==> config.mk <==
export PLATFORM = sky130hd
export DESIGN_NAME = soft_timer_bank
export DESIGN_NICKNAME = d
export VERILOG_FILES = /design/src/hw/rtl/stb_pkg.sv /design/src/hw/rtl/soft_timer_bank.sv /design/src/hw/rtl/stb_ram.sv /design/src/hw/rtl/stb_sub.sv
export SDC_FILE = /design/constraint.sdc
export NUM_CORES = 2
export LEC_CHECK = 0
export ABC_AREA = 1
export BUFFER_PORTS_ARGS = -buffer_cell sky130_fd_sc_hd__buf_2
export CORE_UTILIZATION = 25
export DETAILED_ROUTE_END_ITERATION = 8
export PLACE_DENSITY = 0.51
export REMOVE_ABC_BUFFERS = 1
export SYNTH_ARGS = -nofsm -noshare
export SYNTH_HDL_FRONTEND = slang
export SYNTH_SLANG_ARGS = --single-unit
==> constraint.sdc <==
create_clock -name clk -period 9.2 [get_ports clk]
set_input_delay 0 -clock clk [delete_from_list [all_inputs] [get_ports clk]]
set_output_delay 0 -clock clk [all_outputs]
set_load 0.03 [all_outputs]
==> src/hw/rtl/stb_pkg.sv <==
// Shared codes for the timer bank: operation codes and result status codes.
// No dependencies; used by soft_timer_bank.
package stb_pkg;

    // Operation codes carried on func
    localparam logic [1:0] FUNC_START = 2'd0;
    localparam logic [1:0] FUNC_STOP  = 2'd1;
    localparam logic [1:0] FUNC_TICK  = 2'd2;
    localparam logic [1:0] FUNC_INIT  = 2'd3;

    // Result status codes
    localparam logic [1:0] ST_OK      = 2'd0;
    localparam logic [1:0] ST_INVALID = 2'd1;
    localparam logic [1:0] ST_EXPIRY  = 2'd2;

endpackage

==> src/hw/rtl/soft_timer_bank.sv <==
// Top level of the soft timer bank: sequencer, run flags and output register.
// Depends on stb_pkg, stb_ram and stb_sub.
//
// A bank of NUM_TIMERS one-shot or periodic timers. Each input transfer
// carries one operation (start, stop, tick, init) and produces one or more
// result transfers; the final one of each operation has last set. Init,
// start and stop go from acceptance through the done state to the result.
// A tick walks every timer in ascending index order through one shared
// subtract and compare unit, one timer per cycle off the registered read
// of the time memories, except that the walk holds on a timer whose expiry
// event waits for the output register.
// Every expired timer yields one expiry event in index order, followed by a
// done result.
// The bank accepts a new operation only when the sequencer is idle, but a
// finished result may still sit in the output register at that point.
// Any operation other than init before the first init is rejected as
// invalid; start with a zero interval or an index past the bank is invalid.
// Time values are kept TIME_WIDTH bits wide; interval and elapsed are
// truncated or zero-extended to that width.
module soft_timer_bank #(
    parameter int NUM_TIMERS = 16,
    parameter int TIME_WIDTH = 32
) (
    input  logic        clk,
    input  logic        rst_n,
    input  logic        in_valid,
    output logic        in_stall,
    input  logic [1:0]  func,
    input  logic [3:0]  timer_index,
    input  logic [31:0] interval,
    input  logic        periodic,
    input  logic [31:0] elapsed,
    output logic        out_valid,
    input  logic        out_stall,
    output logic [1:0]  status,
    output logic [3:0]  expired_index,
    output logic        last
);

    localparam int IDX_W = (NUM_TIMERS > 1) ? $clog2(NUM_TIMERS) : 1;
    localparam logic [IDX_W-1:0] LAST_IDX = IDX_W'(NUM_TIMERS - 1);
    localparam logic [6:0] NUM_T7 = 7'(NUM_TIMERS);

    typedef enum logic [3:0] {
        S_IDLE  = 4'b0001,
        S_FETCH = 4'b0010,
        S_EVAL  = 4'b0100,
        S_DONE  = 4'b1000
    } state_t;

    state_t                  state_reg, state_next;
    logic                    ready_reg, ready_next;
    logic [NUM_TIMERS-1:0]   running_reg, running_next;
    logic [NUM_TIMERS-1:0]   reload_reg, reload_next;
    logic [IDX_W-1:0]        idx_reg, idx_next;
    logic [TIME_WIDTH-1:0]   el_reg, el_next;
    logic [1:0]              pend_status_reg, pend_status_next;
    logic                    out_valid_reg, out_valid_next;
    logic [1:0]              status_reg, status_next;
    logic [3:0]              exp_idx_reg, exp_idx_next;
    logic                    last_reg, last_next;

    logic                    in_accept;
    logic [TIME_WIDTH-1:0]   ivl_t;
    logic                    idx_ok;
    logic [IDX_W-1:0]        tindex;
    logic                    out_load;
    logic                    cur_run;
    logic                    at_last;
    logic                    need_emit;
    logic                    advance;

    logic                    emit;
    logic [1:0]              emit_status;
    logic [3:0]              emit_idx;
    logic                    emit_last;

    logic                    rem_we;
    logic [IDX_W-1:0]        rem_wr_addr;
    logic [TIME_WIDTH-1:0]   rem_wr_data;
    logic                    per_we;
    logic [IDX_W-1:0]        rd_addr;
    logic [TIME_WIDTH-1:0]   rem_rd;
    logic [TIME_WIDTH-1:0]   per_rd;
    logic [TIME_WIDTH-1:0]   unit_value;
    logic                    unit_expire;

    // Time memories: remaining time and period per timer
    stb_ram #(
        .WIDTH (TIME_WIDTH),
        .DEPTH (NUM_TIMERS),
        .AW    (IDX_W)
    ) u_rem_ram (
        .clk     (clk),
        .wr_en   (rem_we),
        .wr_addr (rem_wr_addr),
        .wr_data (rem_wr_data),
        .rd_addr (rd_addr),
        .rd_data (rem_rd)
    );

    stb_ram #(
        .WIDTH (TIME_WIDTH),
        .DEPTH (NUM_TIMERS),
        .AW    (IDX_W)
    ) u_per_ram (
        .clk     (clk),
        .wr_en   (per_we),
        .wr_addr (tindex),
        .wr_data (ivl_t),
        .rd_addr (rd_addr),
        .rd_data (per_rd)
    );

    // One subtract and compare, shared by every timer of the walk
    stb_sub #(
        .WIDTH (TIME_WIDTH)
    ) u_sub (
        .remaining  (rem_rd),
        .elapsed    (el_reg),
        .period     (per_rd),
        .reload     (reload_reg[idx_reg]),
        .next_value (unit_value),
        .expire     (unit_expire)
    );

    // Take a new operation only while the sequencer idles
    assign in_stall  = (state_reg != S_IDLE);
    assign in_accept = in_valid && (state_reg == S_IDLE);

    assign ivl_t  = TIME_WIDTH'(interval);
    assign idx_ok = ({3'b000, timer_index} < NUM_T7);
    assign tindex = IDX_W'(timer_index);

    // The output register can take a result when empty or being drained
    assign out_load = !out_valid_reg || !out_stall;

    assign cur_run   = running_reg[idx_reg];
    assign at_last   = (idx_reg == LAST_IDX);
    assign need_emit = cur_run && unit_expire;
    assign advance   = (state_reg == S_EVAL) && (!need_emit || out_load);

    always_comb
    begin
        state_next       = state_reg;
        ready_next       = ready_reg;
        running_next     = running_reg;
        reload_next      = reload_reg;
        idx_next         = idx_reg;
        el_next          = el_reg;
        pend_status_next = pend_status_reg;
        emit             = 1'b0;
        emit_status      = stb_pkg::ST_OK;
        emit_idx         = 4'd0;
        emit_last        = 1'b0;
        rem_we           = 1'b0;
        rem_wr_addr      = tindex;
        rem_wr_data      = ivl_t;
        per_we           = 1'b0;
        rd_addr          = idx_reg;

        case (state_reg)
            S_IDLE:
            begin
                if (in_accept)
                begin
                    state_next = S_DONE;
                    if (func == stb_pkg::FUNC_INIT)
                    begin
                        // Clear the run flags; stale times are never used
                        ready_next       = 1'b1;
                        running_next     = '0;
                        reload_next      = '0;
                        pend_status_next = stb_pkg::ST_OK;
                    end
                    else if (!ready_reg)
                    begin
                        pend_status_next = stb_pkg::ST_INVALID;
                    end
                    else
                    begin
                        case (func)
                            stb_pkg::FUNC_START:
                            begin
                                if ((ivl_t == '0) || !idx_ok)
                                begin
                                    pend_status_next = stb_pkg::ST_INVALID;
                                end
                                else
                                begin
                                    rem_we               = 1'b1;
                                    per_we               = 1'b1;
                                    running_next[tindex] = 1'b1;
                                    reload_next[tindex]  = periodic;
                                    pend_status_next     = stb_pkg::ST_OK;
                                end
                            end
                            stb_pkg::FUNC_STOP:
                            begin
                                if (!idx_ok)
                                begin
                                    pend_status_next = stb_pkg::ST_INVALID;
                                end
                                else
                                begin
                                    running_next[tindex] = 1'b0;
                                    pend_status_next     = stb_pkg::ST_OK;
                                end
                            end
                            stb_pkg::FUNC_TICK:
                            begin
                                // Start the walk at timer zero
                                idx_next   = '0;
                                el_next    = TIME_WIDTH'(elapsed);
                                state_next = S_FETCH;
                            end
                            default:
                            begin
                                pend_status_next = stb_pkg::ST_OK;
                            end
                        endcase
                    end
                end
            end
            S_FETCH:
            begin
                // Read address of the first timer goes out this cycle
                state_next = S_EVAL;
            end
            S_EVAL:
            begin
                if (advance)
                begin
                    if (cur_run)
                    begin
                        rem_we      = 1'b1;
                        rem_wr_addr = idx_reg;
                        rem_wr_data = unit_value;
                        if (unit_expire)
                        begin
                            running_next[idx_reg] = reload_reg[idx_reg];
                        end
                    end
                    if (need_emit)
                    begin
                        emit        = 1'b1;
                        emit_status = stb_pkg::ST_EXPIRY;
                        emit_idx    = 4'(idx_reg);
                    end
                    if (at_last)
                    begin
                        pend_status_next = stb_pkg::ST_OK;
                        state_next       = S_DONE;
                    end
                    else
                    begin
                        // Prefetch the next timer while this one writes back
                        idx_next = idx_reg + IDX_W'(1);
                        rd_addr  = idx_reg + IDX_W'(1);
                    end
                end
            end
            S_DONE:
            begin
                if (out_load)
                begin
                    emit        = 1'b1;
                    emit_status = pend_status_reg;
                    emit_last   = 1'b1;
                    state_next  = S_IDLE;
                end
            end
            default:
            begin
                state_next = S_IDLE;
            end
        endcase
    end

    // Output register: load on emit, drop valid once the transfer completes
    always_comb
    begin
        out_valid_next = out_valid_reg;
        status_next    = status_reg;
        exp_idx_next   = exp_idx_reg;
        last_next      = last_reg;
        if (emit)
        begin
            out_valid_next = 1'b1;
            status_next    = emit_status;
            exp_idx_next   = emit_idx;
            last_next      = emit_last;
        end
        else if (!out_stall)
        begin
            out_valid_next = 1'b0;
        end
    end

    always_ff @(posedge clk or negedge rst_n)
    begin
        if (!rst_n)
        begin
            state_reg     <= S_IDLE;
            ready_reg     <= 1'b0;
            running_reg   <= '0;
            reload_reg    <= '0;
            out_valid_reg <= 1'b0;
        end
        else
        begin
            state_reg     <= state_next;
            ready_reg     <= ready_next;
            running_reg   <= running_next;
            reload_reg    <= reload_next;
            out_valid_reg <= out_valid_next;
        end
    end

    // Payload registers: no reset
    always_ff @(posedge clk)
    begin
        idx_reg         <= idx_next;
        el_reg          <= el_next;
        pend_status_reg <= pend_status_next;
        status_reg      <= status_next;
        exp_idx_reg     <= exp_idx_next;
        last_reg        <= last_next;
    end

    assign out_valid     = out_valid_reg;
    assign status        = status_reg;
    assign expired_index = exp_idx_reg;
    assign last          = last_reg;

`ifndef NO_ASSERTIONS
    // An expiry event is never the final result of a tick
    a_event_not_last: assert property (@(posedge clk) disable iff (!rst_n)
        (out_valid_reg && (status_reg == stb_pkg::ST_EXPIRY)) |-> !last_reg)
        else $error("expiry event marked last");

    // The walk only runs on an initialized bank
    a_walk_ready: assert property (@(posedge clk) disable iff (!rst_n)
        ((state_reg == S_FETCH) || (state_reg == S_EVAL)) |-> ready_reg)
        else $error("tick walk before init");

    // Finishing the last timer hands over to the done result
    a_walk_end: assert property (@(posedge clk) disable iff (!rst_n)
        (advance && at_last) |=> (state_reg == S_DONE))
        else $error("walk did not end in done");

    // An expiry event names a timer inside the bank
    a_event_index: assert property (@(posedge clk) disable iff (!rst_n)
        (out_valid_reg && (status_reg == stb_pkg::ST_EXPIRY))
            |-> ({3'b000, exp_idx_reg} < NUM_T7))
        else $error("expiry index out of range");
`endif

endmodule

==> src/hw/rtl/stb_ram.sv <==
// Simple dual-port memory: one write port, one read port with registered data.
// No dependencies; holds remaining times and periods of the timer bank.
module stb_ram #(
    parameter int WIDTH = 32,
    parameter int DEPTH = 16,
    parameter int AW    = 4
) (
    input  logic             clk,
    input  logic             wr_en,
    input  logic [AW-1:0]    wr_addr,
    input  logic [WIDTH-1:0] wr_data,
    input  logic [AW-1:0]    rd_addr,
    output logic [WIDTH-1:0] rd_data
);

    logic [WIDTH-1:0] mem_reg [DEPTH];
    logic [WIDTH-1:0] rd_data_reg;

    always_ff @(posedge clk)
    begin
        if (wr_en)
        begin
            mem_reg[wr_addr] <= wr_data;
        end
        rd_data_reg <= mem_reg[rd_addr];
    end

    assign rd_data = rd_data_reg;

endmodule

==> src/hw/rtl/stb_sub.sv <==
// Shared subtract and compare unit of the timer bank tick walk.
// No dependencies; instantiated once by soft_timer_bank.
module stb_sub #(
    parameter int WIDTH = 32
) (
    input  logic [WIDTH-1:0] remaining,
    input  logic [WIDTH-1:0] elapsed,
    input  logic [WIDTH-1:0] period,
    input  logic             reload,
    output logic [WIDTH-1:0] next_value,
    output logic             expire
);

    logic [WIDTH:0]   diff_ext;
    logic [WIDTH-1:0] diff;

    assign diff_ext = {1'b0, remaining} - {1'b0, elapsed};
    assign diff     = diff_ext[WIDTH-1:0];

    // Expire when remaining <= elapsed: borrow out, or exact zero
    assign expire = diff_ext[WIDTH] || (diff == '0);

    always_comb
    begin
        if (!expire)
        begin
            next_value = diff;
        end
        else if (reload)
        begin
            next_value = period;
        end
        else
        begin
            next_value = '0;
        end
    end

endmodule
==> results.py <==
metrics = {
    "final_layout": {
        "drive_gt1_share_pct": 8.03,
        "final_cell_mix": "1348 x nand2_1, 1210 x nand3_1, 1068 x edfxtp_1, 244 x inv_1, 153 x nor2_1",
        "final_nets": 5017,
        "fillers": 20673,
        "multi_input_area_sq_um": 14500,
        "final_common_cell": "nand2_1",
        "area_growth_pct": 16.7,
        "utilization_pct": 29.4,
        "final-seq-area_sq_um": 34300,
    },
    "setup_path": {
        "cp.arrival_ns": 6.94,
        "slowest_stage": "buf_4",
        "cpPeakStageDelay_ns": 0.90,
        "start_kind": "register",
        "critPathRequiredTime_ns": 9.91,
        "endpoint_kind": "register",
        "cp_max_fo": 112,
        "crit_type": "register to register",
        "cpMostUsedCell": "nand2_1",
    },
    "floorplanning": {
        "dieArea_sq_um": 205000,
        "die_h_um": 453,
        "io_pins": 84,
        "start_util_pct": 25.1,
        "core_area_sq_um": 202000,
        "num_rows": 165,
        "die_w_um": 453,
    },
    "synth": {
        "synthArstFlopShare_pct": 3.25,
        "post-synth-top-area-cell": "edfxtp_1",
        "synth_edf_count": 1068,
        "syn_inst": 4791,
        "ys_types": 43,
        "ys_seq_area_share_pct": 67.5,
        "synth_area_sq_um": 50800,
        "yosysWarnings": 0,
        "synth_top_cell_area_share_pct": 63.1,
        "synth_area_leaders": "edfxtp_1 63%, nand3_1 12%, nand2_1 10%, dfxtp_1 2.5%, dfrtp_1 1.8%",
        "synth_flop_cell": "edfxtp_1",
        "synth.avg_cell_area_sq_um": 10.6,
        "synth_seq_cells": 1170,
    },
    "timing": {
        "fmax_mhz": 161,
        "slew_viol_final": 0,
        "setup_tns_ns": 0,
        "setup_viol": 0,
        "slew_headroom_pct": 28.8,
        "min_period_over_period_pct": 67.7,
        "fin_worst_skew_ns": 0.0922,
        "period_minus_slack_ns": 6.23,
        "fin_ws_ns": 2.97,
        "hold_ws_ns": 0.0346,
        "rsz0062_at_grt": "false",
        "tightestPinTransition_ns": 1.07,
        "final_hold_viol_count": 0,
    },
    "clock_tree": {
        "cts_root_buf": "clkbuf_16",
        "insertion_delay_ns": 0.79,
        "cts_tree": "done",
        "cts_hold_buffers": 105,
        "postCtsSetupRepairBufs": 0,
        "cts.sinks": 1170,
        "cts_resized": 0,
        "cts_htree_levels": 3,
        "clkTransAtPathRegs_ns": 0.06,
        "clockBufferDepth": 3,
        "cts_buffers": 118,
    },
    "power_and_ir_drop": {
        "ir_worst_vdd_uv": 172,
        "p_per_area_nw_per_um2": 274,
        "p_leak_nw": 22.0,
    },
    "placed_design": {
        "post-place-ws_ns": 3.05,
        "io_buffers": 83,
        "routabilityCongestion": 0.935,
        "dp_hpwl_mm": 88.8,
    },
    "global_route": {
        "met2_usage_pct": 27.0,
        "gr-usage-met1_pct": 20.3,
        "grt_max_degree": 173,
        "top_usage_layer": "met2",
        "grt_pass1_wl_mm": 242,
        "grt_util_all_layers_pct": 15.7,
        "antenna_found_initial": 6,
        "grt_pass1_vias": 35625,
        "met3_usage_pct": 1.68,
        "grt_overflow": 0,
    },
    "route": {
        "viasPerCell": 4.77,
        "drt_pass1_iterations": 6,
        "drt_iter0_markers": 3740,
        "drc": 0,
        "wl_mm": 165,
        "antenna_left": 0,
        "vias": 36641,
        "post_drt_wl_per_cell_um": 21.4,
    },
    "hold_path": {
        "hold_class": "input port to register",
    },
    "outcome": {
        "status": "finished, final reports clean",
    },
    "run": {
        "maxCapViolCount": 0,
    },
}
cell families after synthesis:
group / count (synthesis) / share of synthesized area [%]
and+or+nand+nor: 2822 / 24.2
DFF: 1170 / 67.5
AOI/OAI and AO/OA: 208 / 2.27
buffers and inverters: 537 / 4.78
muxes: 3 / 0.0615
adders and majority gates: 42 / 1.05
xor gates and xnor gates: 9 / 0.155
metrics by stage:
step / power [mW] / cell area (sq um) / std cells
after floorplan: 9.61 / 49300 / 4503
after global placement: 11.4 / 54300 / 7347
after detailed placement: 11.4 / 54300 / 7347
after CTS: 16.4 / 59300 / 7676
after global routing: 17.1 / 59300 / 7679
final: 16.3 / 59300 / 7679
area by class of cell:
cell class	instances	share of cell area, %
diodes	3	0.0127
clock buffers	162	5.46
clock inverters	62	1.22
inverters	249	1.60
multi-input cells	3084	24.4
flip-flops and latches	1170	57.8
well taps	2672	5.64
repair buffers	277	3.87
report_power, final:
part	internal, mW	switching [mW]
logic	1.42	3.63
clock network	2.81	2.13
registers	6.07	0.206
worst max-delay path: cells and delay by family (launching register included):
family	cells	cell delay, ns
AND/OR/NAND/NOR	22	2.97
buffers and inverters	4	2.00
adder cells (fa/ha/maj)	2	0.62
flip-flops	1	0.38
cell usage after synthesis (2+ instances only):
master / instances
a211oi_1: 3
a21oi_1: 73
a31oi_1: 6
and2_1: 4
buf_1: 14
buf_2: 179
buf_4: 20
buf_6: 15
clkbuf_1: 60
clkinv_1: 2
dfrtp_1: 37
dfxtp_1: 64
edfxtp_1: 1068
ha_1: 41
inv_1: 245
inv_2: 2
mux2i_1: 2
nand2_1: 1351
nand2_2: 3
nand2_4: 4
nand3_1: 1211
nand3_2: 2
nand3b_1: 3
nand4_1: 13
nor2_1: 186
nor3_1: 35
nor4_1: 7
o211ai_1: 5
o21ai_0: 85
o21ai_1: 4
o22ai_1: 5
o31ai_1: 16
o32ai_1: 9
xnor2_1: 5
xor2_1: 4
final timing paths:
check | startpoint | cells past startpoint | slack [ns] | to
hold reg to reg | running_reg[4] | 2 | 0.53 | running_reg[4]
min in group asynchronous | rst_n | 3 | 0.21 | state_reg[2]
max in group asynchronous | rst_n | 4 | 8.57 | running_reg[13]
hold / removal | elapsed[28] | 2 | 0.03 | el_reg[28]
setup / recovery | u_rem_ram.rd_data[0] | 28 | 2.97 | u_rem_ram.rd_data[31]
setup reg to reg | u_rem_ram.rd_data[0] | 28 | 2.97 | u_rem_ram.rd_data[31]
per-layer routing:
layer / vias to the layer above / share of wire [%]
met5: - / 0.0067
met4: 2 / 3.1
met3: 253 / 5.4
met2: 1231 / 49
met1: 18239 / 42
li1: 16916 / -
Note: power is estimated with default switching activity, not from simulation.
